<file path="config.mk">
export PLATFORM = sky130hd
export DESIGN_NAME = mcbs_front
export DESIGN_NICKNAME = d
export VERILOG_FILES = /design/src/rtl/mcbs_pkg.sv /design/src/rtl/mcbs_front.sv
export SDC_FILE = /design/constraint.sdc
export NUM_CORES = 1
export LEC_CHECK = 0
export BUFFER_PORTS_ARGS = -buffer_cell sky130_fd_sc_hd__buf_2
export CAP_MARGIN = 25
export CORE_MARGIN = 4
export CORE_UTILIZATION = 50
export DETAILED_ROUTE_END_ITERATION = 10
export HOLD_SLACK_MARGIN = 0.02
export PLACE_DENSITY = 0.74
export SKIP_LAST_GASP = 1
export SLEW_MARGIN = 0
export SYNTH_ARGS = -nofsm -noshare
export SYNTH_HDL_FRONTEND = slang
export SYNTH_SLANG_ARGS = --single-unit
</file>
<file path="constraint.sdc">
create_clock -name clock -period 5.4 [get_ports clock]
set_input_delay 1.08 -clock clock [delete_from_list [all_inputs] [get_ports clock]]
set_output_delay 1.08 -clock clock [all_outputs]
set_load 0.05 [all_outputs]
</file>
<file path="src/rtl/mcbs_pkg.sv">
`timescale 1ns / 1ps
`default_nettype none
package mcbs_pkg;
   localparam logic KIND_SAMPLE = 1'b0;
   localparam logic KIND_CLEAR  = 1'b1;

   localparam logic [1:0] CSR_MODE   = 2'd0;
   localparam logic [1:0] CSR_LEN    = 2'd1;
   localparam logic [1:0] CSR_BLOCKS = 2'd2;

   localparam logic [31:0] HALF_PI_Q30 = 32'd1686629713;

   // sinc series coefficients, 32 fraction bits
   function automatic logic [32:0] sin_coef(input logic [2:0] k);
      case (k)
         3'd0: sin_coef = 33'd6746518852;
         3'd1: sin_coef = 33'd2774394673;
         3'd2: sin_coef = 33'd342277223;
         3'd3: sin_coef = 33'd20107981;
         3'd4: sin_coef = 33'd689090;
         3'd5: sin_coef = 33'd15457;
         3'd6: sin_coef = 33'd244;
         default: sin_coef = 33'd3;
      endcase
   endfunction

   // queue entry from front to back
   typedef struct packed {
      logic        clear;
      logic        mode;
      logic [32:0] t;
   } work_type;
endpackage
`default_nettype wire

</file>
<file path="src/rtl/mcbs_front.sv">
`timescale 1ns / 1ps
`default_nettype none
// Accepts words, forms t = 1-u and pushes into a two-entry queue.
module mcbs_front import mcbs_pkg::*; #(
   parameter int DRAW_BITS = 32
) (
   input  wire        clock,
   input  wire        reset,
   input  wire        req_tvalid,
   output logic       req_tready,
   input  wire [31:0] req_tdata,
   input  wire        req_tuser,
   input  wire        mode,
   output logic       q_valid,
   input  wire        q_pop,
   output work_type   q_head
);
   localparam logic [31:0] DRAW_MASK = 32'hFFFF_FFFF << (32 - DRAW_BITS);
   work_type   mem_ff [2];
   logic       wp_ff, wp_in, rp_ff, rp_in;
   logic [1:0] cnt_ff, cnt_in;
   logic       push;
   work_type   w;

   assign req_tready = (cnt_ff != 2'd2);
   assign push = req_tvalid && req_tready;
   assign q_valid = (cnt_ff != 2'd0);
   assign q_head = mem_ff[rp_ff];

   always_comb begin
      w.clear = (req_tuser == KIND_CLEAR);
      w.mode = mode;
      w.t = 33'h1_0000_0000 - {1'b0, req_tdata & DRAW_MASK};
      wp_in = push ? ~wp_ff : wp_ff;
      rp_in = (q_pop && q_valid) ? ~rp_ff : rp_ff;
      cnt_in = cnt_ff + {1'b0, push} - {1'b0, q_pop && q_valid};
   end

   always_ff @(posedge clock) begin
      if (push) mem_ff[wp_ff] <= w;
      if (reset) begin
         wp_ff <= 1'b0; rp_ff <= 1'b0; cnt_ff <= 2'd0;
      end else begin
         wp_ff <= wp_in; rp_ff <= rp_in; cnt_ff <= cnt_in;
      end
   end
endmodule
`default_nettype wire

</file>
==> metrics.txt <==
PwrDens about 460 nW/um^2; Overflow after GRT 0; Yosys top cell area share 0.622; TritonCTS clock tree done; ant diodes 0; largest net degree at the start of global routing 36; Post-CTS Resized 0; post-synthesis cell type with the largest combined area edfxtp_1; ratio of cells with drive above 1 in the final layout 0.451; register area roughly 2200 um^2; DR WL/cell 16.3 um; Core Box Area around 6500 um^2; number of buffers added on ports 74; period utilization 0.595; worst hold path type reg -> reg; Sum Neg Setup Slack 0 ps; syn nets roughly 260; # rows 29; number of synthesized flops with an enable pin 70; FFs w/ async S/R, synth 0; Max IR drop VDD approximately 0.00024 V; first-pass GRT wire length between 10 and 15 mm; worst skew pair latency between 300 and 400 ps; Final Max Slew Viols 0; worst path required time between 4000 and 5000 ps; Pre-Repair DR Iteration Count 4; Syn Inst Count between 200 and 250; WL final 6.28 mm; Filler cells about 520; final total power ~1.9 mW; flop-to-flop setup slack 3650 ps; static leakage between 1 and 1.5 nW; flops & latches, synth between 70 and 80; hold buffers post-CTS 0; Total Routing Usage GR 0.159; most common cell after layout, fill and taps aside buf_2; Rel. slew slack 0.428; commonest non-fill, non-tap cells in the layout buf_2, edfxtp_1, mux2_2; Starting Density 0.523; crit end category output pin; CTS Sinks 75; worst slew pin tran 858 ps; crit path kind reg -> out; Clock transition at path regs around 70 ps; Fin. Hold Viols 0; setup bufs post-CTS 0; skew final between 5 and 6 ps; crit path max fanout 21; Yosys warning count 0; Netlist Area Pre-Place between 3000 and 4000 um^2; Placer Congestion 0.805; largest cells by area after synthesis edfxtp_1, mux2_2, xnor2_1; Initial DRC Count between 60 and 70; HPWL after detailed placement 4.30 mm; die width between 90 and 100 um; Final Util 0.634; via total after detailed routing 2,054; type of origin of the critical path flip-flop; Post-layout nets roughly 340; number of global-route vias before repair approximately 2,100; Worst Path Arrival approximately 2100 ps; status finished clean; num ports 75; Tmin final 3210 ps; RSZ-0062 raised after global routing no; Root Buffer clkbuf_8; die height 90.2 um; area of the multi-input gates approximately 1200 um^2; vias per cell around 5.3; Area Growth Syn to Fin 21.3%; post-synth cell types 34; CTS Buffer Depth 2; Residual DRC 0; setup violators final 0; Max-cap violations 0; CTS Buf Count 9; ys flop type edfxtp_1; die area roughly 8100 um^2; ANT nets after route 0; initial antenna violation count 0; register area share after synthesis 0.652; H-tree depth reported by CTS 3; fmax between 0.3 and 0.4 GHz; Mean Syn Cell Area roughly 15 um^2
## Yosys cell counts (2+ instances only)
library cell	instances
edfxtp_1	70
xor2_1	12
nor4_2	2
nand3_1	5
nand4_2	2
nor2b_1	2
nor2_1	16
nor3_1	12
nand2_1	5
xnor2_1	21
mux2_2	35
clkbuf_1	4
dfxtp_1	5
or3_1	3
nand2b_1	2
ha_1	2
nor4_1	5
inv_1	2
## through the flow
stage                     area [um^2]  instances  hold WS, ps  setup WS (ps)
final                            4100        385          516           2190
after global routing             4100        385          572           2080
after CTS                        4080        384          521           2140
after detailed placement         3850        369          496           2340
after global placement           3850        369          486           2450
after floorplan                  3380        221          472           2320
## routing by layer
| layer | vias up | global-route usage | part of all wire | wire, um |
|---|---|---|---|---|
| li1 | 1000 | - | - | - |
| met1 | 983 | 0.196 | 0.43 | 2720 |
| met2 | 62 | 0.264 | 0.49 | 3090 |
| met3 | 9 | 0.0434 | 0.058 | 361 |
| met4 | 0 | 0.0676 | 0.016 | 101 |
| met5 | - | 0 | 0 | 0 |
## sequential cells by signal, indices dropped and copies added (netlist names), named ones only
| register | count |
|---|---|
| wp_ff | 1 |
| cnt_ff | 2 |
| mem_ff | 70 |
| rp_ff | 1 |
## cells by family (layout without fill, tap and decap cells)
family,Yosys count,in the layout,share of synthesized area
AOI/OAI and AO/OA,4,4,0.00926
xor gates and xnor gates,33,33,0.0855
adders and majority gates,2,2,0.00740
buffers and inverters,6,93,0.00666
DFF,75,75,0.652
muxes,35,35,0.117
and+or+nand+nor,66,66,0.123
## power by group
part,switching (mW),leakage [nW],total (mW),internal (mW)
clock network,0.194,0.112,0.497,0.304
registers,0.0364,0.697,0.762,0.726
logic,0.437,0.646,0.617,0.180
## critical path, cell delays in order (launching register included)
cell     delay [ps]
dfxtp_1         760
buf_4           420
mux2_2          380
buf_2           210
## final timing paths
path / from / end / cells after the start
worst max-delay path: flip-flop / q_head[10] / 3
worst min-delay path: rp_ff / rp_ff / 2
worst max register to register: cnt_ff[0] / mem_ff[1][32] / 2
worst min register to register: rp_ff / rp_ff / 2
## layout make-up
type	count	share of cell area
flip-flops and latches	75	0.537
multi-input cells	140	0.284
repair buffers	76	0.0971
clock buffers	10	0.0311
clock inverters	5	0.0250
well taps	77	0.0235
inverters	2	0.00183
No activity file was read; power rests on OpenSTA's default activity.
